--- src/design/fbsd_pkg.sv ---
`timescale 1ns / 1ps
// ----------------------------------------------------------------------------
// fbsd_pkg: shared types and constants
// Configuration layout, queue item and result beat types, sync patterns.
// ----------------------------------------------------------------------------
package fbsd_pkg;

  localparam logic [1:0] CFG_CELL_TICKS  = 2'd0;
  localparam logic [1:0] CFG_SYNC_MODE   = 2'd1;
  localparam logic [1:0] CFG_TOTAL_WORDS = 2'd2;

  localparam logic [1:0] MODE_NONE = 2'd0;
  localparam logic [1:0] MODE_FM   = 2'd1;
  localparam logic [1:0] MODE_MFM  = 2'd2;

  localparam logic [1:0] PH_IDLE    = 2'd0;
  localparam logic [1:0] PH_HUNT    = 2'd1;
  localparam logic [1:0] PH_CAPTURE = 2'd2;
  localparam logic [1:0] PH_DONE    = 2'd3;

  localparam logic [11:0] CELL_TICKS_RESET  = 12'd144;
  localparam logic [15:0] TOTAL_WORDS_RESET = 16'd1;
  localparam logic [11:0] MIN_CELL          = 12'd64;

  localparam logic [31:0] FM_MASK  = 32'hffffd555;
  localparam logic [31:0] FM_SYNC  = 32'h55555015;
  localparam logic [31:0] MFM_SYNC = 32'h44894489;

  localparam logic [20:0] FM_SYNC_COUNT  = 21'd31;
  localparam logic [20:0] MFM_SYNC_COUNT = 21'd32;

  typedef struct packed {
    logic [11:0] cell_ticks;
    logic [1:0]  sync_mode;
    logic [15:0] total_words;
  } cfg_t;

  typedef struct packed {
    logic        start;
    logic [15:0] sample;
  } item_t;

  typedef struct packed {
    logic [31:0] word;
    logic [15:0] word_index;
    logic        sync_word;
    logic        long_flux;
    logic        track_done;
    logic        last_in_run;
  } result_t;

endpackage

--- src/design/fbsd_front.sv ---
`timescale 1ns / 1ps
// ----------------------------------------------------------------------------
// fbsd_front: input acceptance and classification
// Decodes the command and parks items in a two-entry queue for the engine.
// ----------------------------------------------------------------------------
module fbsd_front (
  input  logic           clk,
  input  logic           rst,
  input  logic           in_valid,
  output logic           in_stall,
  input  logic           cmd,
  input  logic [15:0]    sample,
  output logic           q_valid,
  output fbsd_pkg::item_t q_item,
  input  logic           q_pop
);

  fbsd_pkg::item_t slots [2];
  logic            wr_ptr;
  logic            rd_ptr;
  logic [1:0]      fill;
  logic            push;
  logic            pop;

  assign in_stall = (fill == 2'd2);
  assign push     = in_valid && !in_stall;
  assign q_valid  = (fill != 2'd0);
  assign pop      = q_pop && q_valid;
  assign q_item   = slots[rd_ptr];

  always_ff @(posedge clk) begin
    if (rst) begin
      wr_ptr <= 1'b0;
      rd_ptr <= 1'b0;
      fill   <= 2'd0;
    end else begin
      if (push) begin
        wr_ptr <= ~wr_ptr;
      end
      if (pop) begin
        rd_ptr <= ~rd_ptr;
      end
      fill <= fill + {1'b0, push} - {1'b0, pop};
    end
  end

  always_ff @(posedge clk) begin
    if (push) begin
      slots[wr_ptr].start  <= ~cmd;
      slots[wr_ptr].sample <= sample;
    end
  end

endmodule

--- src/design/fbsd_engine.sv ---
`timescale 1ns / 1ps
// ----------------------------------------------------------------------------
// fbsd_engine: bitcell engine
// Cuts flux intervals into bitcells one per cycle unless the output stalls, hunts sync, packs words.
// ----------------------------------------------------------------------------
module fbsd_engine (
  input  logic              clk,
  input  logic              rst,
  input  fbsd_pkg::cfg_t    cfg,
  input  logic              q_valid,
  input  fbsd_pkg::item_t   q_item,
  output logic              q_pop,
  output logic              out_valid,
  input  logic              out_stall,
  output fbsd_pkg::result_t out_res
);

  localparam logic [1:0] ST_IDLE  = 2'd0;
  localparam logic [1:0] ST_RUN   = 2'd1;
  localparam logic [1:0] ST_FLUSH = 2'd2;

  logic [1:0]  state;
  logic [1:0]  phase;
  logic [15:0] prev;
  logic [31:0] win;
  logic [20:0] cnt;
  logic        lfp;
  logic [15:0] rem;
  logic        hold_valid;
  fbsd_pkg::result_t hold;

  logic [11:0] cell_len;
  logic [12:0] half_win;
  logic [14:0] six_cell;
  logic [15:0] limit;
  logic [20:0] limit32;
  logic [15:0] delta;
  logic        bit_zero;
  logic [31:0] new_win;
  logic [20:0] new_cnt;
  logic        emit_word;
  logic        done_hit;
  logic        sync_match;
  logic        sync_hit;
  logic        emit;
  logic        out_free;
  logic        step_ok;
  logic        item_end;
  logic        out_load;
  fbsd_pkg::result_t res_new;
  fbsd_pkg::result_t out_data;

  always_comb begin
    cell_len = (cfg.cell_ticks < fbsd_pkg::MIN_CELL) ? fbsd_pkg::MIN_CELL : cfg.cell_ticks;
    half_win = {1'b0, cell_len} + {2'b00, cell_len[11:1]};
    six_cell = {1'b0, cell_len, 2'b00} + {2'b00, cell_len, 1'b0};
    limit    = (cfg.total_words == 16'd0) ? 16'd1 : cfg.total_words;
    limit32  = {limit, 5'd0};
    delta    = q_item.sample - prev;

    bit_zero  = rem > {3'b000, half_win};
    new_win   = {win[30:0], ~bit_zero};
    new_cnt   = cnt + 21'd1;
    emit_word = (phase == fbsd_pkg::PH_CAPTURE) && (new_cnt[4:0] == 5'd0);
    done_hit  = emit_word && (new_cnt >= limit32);

    sync_match = 1'b0;
    case (cfg.sync_mode)
      fbsd_pkg::MODE_FM:  sync_match = (new_win & fbsd_pkg::FM_MASK) == fbsd_pkg::FM_SYNC;
      fbsd_pkg::MODE_MFM: sync_match = (new_win == fbsd_pkg::MFM_SYNC);
      default:            sync_match = 1'b0;
    endcase
    sync_hit = (phase == fbsd_pkg::PH_HUNT) && !bit_zero && sync_match;
    emit     = emit_word || sync_hit;

    out_free = !out_valid || !out_stall;
    step_ok  = !(emit && hold_valid && !out_free);
    item_end = !bit_zero || done_hit;

    res_new.word        = new_win;
    res_new.word_index  = emit_word ? (new_cnt[20:5] - 16'd1) : 16'd0;
    res_new.sync_word   = sync_hit;
    res_new.long_flux   = lfp;
    res_new.track_done  = done_hit;
    res_new.last_in_run = 1'b0;

    out_load = 1'b0;
    out_data = hold;
    if (state == ST_RUN && step_ok && emit && hold_valid) begin
      out_load             = 1'b1;
      out_data.last_in_run = 1'b0;
    end else if (state == ST_FLUSH && out_free) begin
      out_load             = 1'b1;
      out_data.last_in_run = 1'b1;
    end

    q_pop = (state == ST_IDLE) && q_valid;
  end

  always_ff @(posedge clk) begin
    if (rst) begin
      state      <= ST_IDLE;
      phase      <= fbsd_pkg::PH_IDLE;
      prev       <= 16'd0;
      win        <= '1;
      cnt        <= 21'd0;
      lfp        <= 1'b0;
      hold_valid <= 1'b0;
      out_valid  <= 1'b0;
    end else begin
      if (out_load) begin
        out_valid <= 1'b1;
      end else if (!out_stall) begin
        out_valid <= 1'b0;
      end

      unique case (state)
        ST_IDLE: begin
          if (q_valid) begin
            if (q_item.start) begin
              prev  <= q_item.sample;
              win   <= '1;
              cnt   <= 21'd0;
              lfp   <= 1'b0;
              phase <= (cfg.sync_mode == fbsd_pkg::MODE_FM ||
                        cfg.sync_mode == fbsd_pkg::MODE_MFM) ?
                       fbsd_pkg::PH_HUNT : fbsd_pkg::PH_CAPTURE;
            end else if (phase == fbsd_pkg::PH_HUNT || phase == fbsd_pkg::PH_CAPTURE) begin
              prev  <= q_item.sample;
              rem   <= delta;
              if (delta > {1'b0, six_cell}) begin
                lfp <= 1'b1;
              end
              state <= ST_RUN;
            end
          end
        end
        ST_RUN: begin
          if (step_ok) begin
            win <= new_win;
            if (bit_zero) begin
              rem <= rem - {4'd0, cell_len};
            end
            if (sync_hit) begin
              cnt   <= (cfg.sync_mode == fbsd_pkg::MODE_FM) ?
                       fbsd_pkg::FM_SYNC_COUNT : fbsd_pkg::MFM_SYNC_COUNT;
              phase <= fbsd_pkg::PH_CAPTURE;
            end else begin
              cnt <= new_cnt;
            end
            if (done_hit) begin
              phase <= fbsd_pkg::PH_DONE;
            end
            if (emit) begin
              lfp        <= 1'b0;
              hold_valid <= 1'b1;
            end
            if (item_end) begin
              state <= (emit || hold_valid) ? ST_FLUSH : ST_IDLE;
            end
          end
        end
        ST_FLUSH: begin
          if (out_free) begin
            hold_valid <= 1'b0;
            state      <= ST_IDLE;
          end
        end
        default: begin
          state <= ST_IDLE;
        end
      endcase
    end
  end

  // result payload
  always_ff @(posedge clk) begin
    if (state == ST_RUN && step_ok && emit) begin
      hold <= res_new;
    end
    if (out_load) begin
      out_res <= out_data;
    end
  end

endmodule

--- src/design/flux_to_bitcell_sync_decoder.sv ---
`timescale 1ns / 1ps
// ----------------------------------------------------------------------------
// flux_to_bitcell_sync_decoder: flux-to-bitcell data separator
// Timer captures in, 32-bit bitcell words out, with FM / MFM sync search.
// ----------------------------------------------------------------------------
// A start beat is consumed in the idle state. A flux beat is taken in the idle
// state and cut into bitcells in the run state, one per cycle unless the output
// stalls; a beat that yields words ends in the flush state before going idle.
// Words wait in a one-deep hold until the next word or the end of the beat.
// A two-entry input queue lets the front accept while the engine works.
// Synchronous reset clears the queue, engine state and output valid.
module flux_to_bitcell_sync_decoder (
  input  logic        clk,
  input  logic        rst,
  input  logic        in_valid,
  output logic        in_stall,
  input  logic        cmd,
  input  logic [15:0] sample,
  output logic        out_valid,
  input  logic        out_stall,
  output logic [31:0] word,
  output logic [15:0] word_index,
  output logic        sync_word,
  output logic        long_flux,
  output logic        track_done,
  output logic        last_in_run,
  input  logic        cfg_valid,
  output logic        cfg_ready,
  input  logic [1:0]  cfg_index,
  input  logic [15:0] cfg_data
);

  fbsd_pkg::cfg_t    cfg;
  fbsd_pkg::item_t   q_item;
  fbsd_pkg::result_t out_res;
  logic              q_valid;
  logic              q_pop;

  assign cfg_ready = 1'b1;

  always_ff @(posedge clk) begin
    if (rst) begin
      cfg.cell_ticks  <= fbsd_pkg::CELL_TICKS_RESET;
      cfg.sync_mode   <= fbsd_pkg::MODE_NONE;
      cfg.total_words <= fbsd_pkg::TOTAL_WORDS_RESET;
    end else if (cfg_valid && cfg_ready) begin
      unique case (cfg_index)
        fbsd_pkg::CFG_CELL_TICKS:  cfg.cell_ticks  <= cfg_data[11:0];
        fbsd_pkg::CFG_SYNC_MODE:   cfg.sync_mode   <= cfg_data[1:0];
        fbsd_pkg::CFG_TOTAL_WORDS: cfg.total_words <= cfg_data;
        default: begin
        end
      endcase
    end
  end

  fbsd_front u_front (
    .clk      (clk),
    .rst      (rst),
    .in_valid (in_valid),
    .in_stall (in_stall),
    .cmd      (cmd),
    .sample   (sample),
    .q_valid  (q_valid),
    .q_item   (q_item),
    .q_pop    (q_pop)
  );

  fbsd_engine u_engine (
    .clk       (clk),
    .rst       (rst),
    .cfg       (cfg),
    .q_valid   (q_valid),
    .q_item    (q_item),
    .q_pop     (q_pop),
    .out_valid (out_valid),
    .out_stall (out_stall),
    .out_res   (out_res)
  );

  assign word        = out_res.word;
  assign word_index  = out_res.word_index;
  assign sync_word   = out_res.sync_word;
  assign long_flux   = out_res.long_flux;
  assign track_done  = out_res.track_done;
  assign last_in_run = out_res.last_in_run;

endmodule

--- config.mk ---
export PLATFORM = sky130hd
export DESIGN_NAME = flux_to_bitcell_sync_decoder
export DESIGN_NICKNAME = d
export VERILOG_FILES = /design/src/design/fbsd_pkg.sv /design/src/design/fbsd_front.sv /design/src/design/fbsd_engine.sv /design/src/design/flux_to_bitcell_sync_decoder.sv
export SDC_FILE = /design/constraint.sdc
export NUM_CORES = 1
export LEC_CHECK = 0
export BUFFER_PORTS_ARGS = -buffer_cell sky130_fd_sc_hd__buf_2
export CORE_UTILIZATION = 30
export DETAILED_ROUTE_END_ITERATION = 12
export GPL_ROUTABILITY_DRIVEN = 0
export HOLD_SLACK_MARGIN = 0.05
export PLACE_DENSITY = 0.46
export SLEW_MARGIN = 20
export SYNTH_ARGS = -nofsm -noshare
export SYNTH_HDL_FRONTEND = slang
export SYNTH_HIERARCHICAL = 1
export SYNTH_SLANG_ARGS = --single-unit
--- constraint.sdc ---
create_clock -name clk -period 13.55 [get_ports clk]
set_input_delay 2.71 -clock clk [delete_from_list [all_inputs] [get_ports clk]]
set_output_delay 2.71 -clock clk [all_outputs]
set_load 0.02 [all_outputs]
==> flow_summary.json <==
{
  "status": "completed",
  "diodes": 0,
  "synth_nets": 1424,
  "hp-start": "u_engine/hold[39]$_DFFE_PP_",
  "clock.fmax_ghz": 0.151,
  "ctsResizeCount": 0,
  "clk-insertion-delay-late_ns": 0.58,
  "worstPathArrival_ns": 6.85,
  "die_x_um": 214,
  "synth_seq_cells": 263,
  "power.density_nw_per_um2": 163,
  "rsz0062_at_grt": "false",
  "critPathMaxFanout": 52,
  "hold_path_class": "reg2reg",
  "synthAdderAreaFrac_pct": 8.77,
  "synth-edff-count": 153,
  "crit_required_ns": 13.76,
  "path_clk_slew_ns": 0.06,
  "dp_hpwl_mm": 22.8,
  "crit_buf_inv": 3,
  "maxSlewViolCount": 0,
  "yosysWarnings": 6,
  "syn-cell-area_um2": 13500,
  "async_flop_share_pct": 0,
  "synthFlopType": "edfxtp_1",
  "yosys-mux-area-fraction_pct": 4.18,
  "antenna_found_initial": 0,
  "synth_top_area_cell": "edfxtp_1",
  "io_pins": 95,
  "post_drt_via_cell_ratio": 4.73,
  "rrSetupSlack_ns": 6.92,
  "finalSetupViolCount": 0,
  "syn-instance-count": 1291,
  "ir_worst_vdd_uv": 107,
  "relSlewSlack_pct": 23.3,
  "cts.sinks": 263,
  "final.min_clock_period_ns": 6.63,
  "syn_area_per_cell_um2": 10.5,
  "utilization_pct": 35.0,
  "antenna_left": 0,
  "route.detailed.wl_per_inst_um": 15.7,
  "synthSimpleGateAreaFrac_pct": 16.0,
  "seq_area_frac_synth_pct": 50.3,
  "cts_buffer_depth": 3,
  "grtUsageTotal_pct": 13.6,
  "synth_top_family_by_area": "simple AND/OR/NAND/NOR gates",
  "synth_xor_xnor_area_share_pct": 4.20,
  "fp-row-count": 77,
  "max_cap_viol_count": 0,
  "area_growth_pct": 14.8,
  "finClkSkew_ns": 0.0240,
  "core_um2": 44300,
  "cts_made_buffers": 30,
  "grt-ovfl-total": 0,
  "dpl.cell_count": 1935,
  "final_layout_size_suffix_gt1_share_pct": 13.3,
  "layout.nets": 1508,
  "htreeDepth": 1,
  "finalCritPeriodShare_pct": 48.9,
  "rr_endpoint": "u_engine/out_res[0]$_SDFFCE_PP0P_",
  "vias": 9412,
  "cts_hold_buf": 0,
  "die_h_um": 214,
  "drc": 0,
  "cpPeakStageDelay_ns": 0.57,
  "worst_path_dominant_cell_family": "compound AO/OA/AOI/OAI gates",
  "crit_slowest_cell": "or4_1",
  "power.leakage_nw": 5.86,
  "synth_compound_area_share_pct": 12.3,
  "post_cts_buffers": 0,
  "synth_most_common_cell": "edfxtp_1",
  "reg2reg_from": "cfg[29]$_SDFFE_PP0P_",
  "tritoncts": "built",
  "portBuffers": 93,
  "drtIter0Drc": 367,
  "synth_cell_types": 85,
  "grt_pass1_wl_mm": 50.9,
  "critical_path_class": "reg2reg",
  "endpoint_kind": "flop",
  "min_path_cells": 0,
  "r2r_cells": 28,
  "synth_area_leaders": "edfxtp_1 34%, dfxtp_1 16%, ha_1 8.3%",
  "fillCellCount": 4530,
  "worstSetupStartpointType": "flop",
  "synthDominantCellAreaShare_pct": 34.0,
  "timing.hold.ws_ns": 0.417,
  "grt_pass1_vias": 9392,
  "routed_wl_mm": 31.2,
  "tightest_slew_ns": 1.15,
  "cts_root_buf": "clkbuf_16",
  "start_util_pct": 30.5,
  "drtPass1Iterations": 5,
  "grt_start_max_net_pins": 80,
  "layout.cells.non_filler": 1991,
  "synth_common_cells": "153 x edfxtp_1, 136 x nand2_1, 110 x dfxtp_1, 90 x ha_1, 88 x inv_1",
  "fin_setup_tns_ns": 0,
  "die-area_um2": 45900,
  "hold_path_end": "u_engine/out_res[39]$_DFFE_PP_",
  "finalHoldViolCount": 0
}
-- cell families after synthesis --
kind of cell,Yosys count
AOI/OAI and AO/OA,255
xor gates and xnor gates,64
adders and majority gates,93
buffers and inverters,138
DFF,263
muxes,54
other,1
and+or+nand+nor,423
-- placed cells by master, fill, tap and decap left out, types with 7 or more instances in the layout --
cell	count
nand3_1	30
nor2b_1	10
and2_1	10
or3_1	8
inv_1	88
a21oi_1	81
xnor2_1	43
xor2_1	20
mux2_1	17
ha_1	90
edfxtp_1	153
dfxtp_1	110
clkbuf_16	31
mux2i_1	34
nand2b_1	52
buf_2	93
a21o_1	22
nand4_1	17
o21a_1	12
nor3_1	24
a211oi_1	7
o21ai_0	37
nor2_1	71
o22ai_1	32
or2_2	7
nand2_1	136
clkbuf_1	9
buf_4	8
and3_1	9
-- stage by stage --
step	setup slack (ns)	power [mW]	cell area, µm²
final	6.92	2.52	15500
after global routing	6.34	2.72	15500
after CTS	6.89	2.57	15500
after detailed placement	6.92	1.78	14600
after global placement	7.01	1.77	14600
after floorplan	5.63	1.59	13500
-- worst max path at each step --
stage                               from                           endpoint  slack (ns)  cells after the start
global placement    cfg[29]$_SDFFE_PP0P_    u_engine/hold[17]$_SDFFCE_PN0P_        7.01                     27
CTS                 cfg[29]$_SDFFE_PP0P_     u_engine/hold[4]$_SDFFCE_PN0P_        6.89                     27
detailed placement  cfg[29]$_SDFFE_PP0P_     u_engine/hold[5]$_SDFFCE_PN0P_        6.92                     27
finish              cfg[29]$_SDFFE_PP0P_  u_engine/out_res[0]$_SDFFCE_PP0P_        6.92                     28
floorplan           cfg[29]$_SDFFE_PP0P_  u_engine/out_res[0]$_SDFFCE_PP0P_        5.63                     28
global route        cfg[29]$_SDFFE_PP0P_    u_engine/hold[12]$_SDFFCE_PN0P_        6.34                     27
-- power by group --
group          leakage [nW]  switching, mW  total [mW]  internal (mW)
registers              2.28         0.0245       0.938          0.914
clock network         0.458          0.328       0.770          0.441
logic                  3.11          0.489       0.816          0.327
-- registers in the layout, indices dropped and copies added, names as in the netlist, 16 cells and up, named ones only --
register,count
u_engine/hold,51
u_engine/rem,16
u_engine/out_res,52
cfg,30
u_engine/cnt,21
u_engine/prev,16
u_engine/win,31
u_front/slots,34
-- routing by layer --
metal  vias to the layer above  wire length (µm)  GRT usage, %
met1                      4439             14900          18.2
met4                         0               530          2.83
met3                        32              1050          2.18
li1                       4802                 -             -
met2                       139             14700          23.0
met5                         -                 0             0
-- worst reg2reg max path, delay by kind of cell, from the launching register on --
| family | cells | cell delay [ns] |
|---|---|---|
| AOI/OAI and AO/OA | 16 | 3.05 |
| xor gates and xnor gates | 1 | 0.22 |
| adders and majority gates | 3 | 0.72 |
| buffers and inverters | 3 | 0.77 |
| and+or+nand+nor | 5 | 1.15 |
| DFF | 1 | 0.35 |
-- area by class of cell --
cell class	instances	area, µm²	area share (%)
tap	592	741	4.77
clock inverter	16	135	0.871
multi-input combinational	890	6180	39.8
inverter	89	334	2.15
sequential	263	6800	43.8
timing repair buffer	101	526	3.39
clock buffer	40	810	5.22
Note: power is estimated with default switching activity, not from simulation.
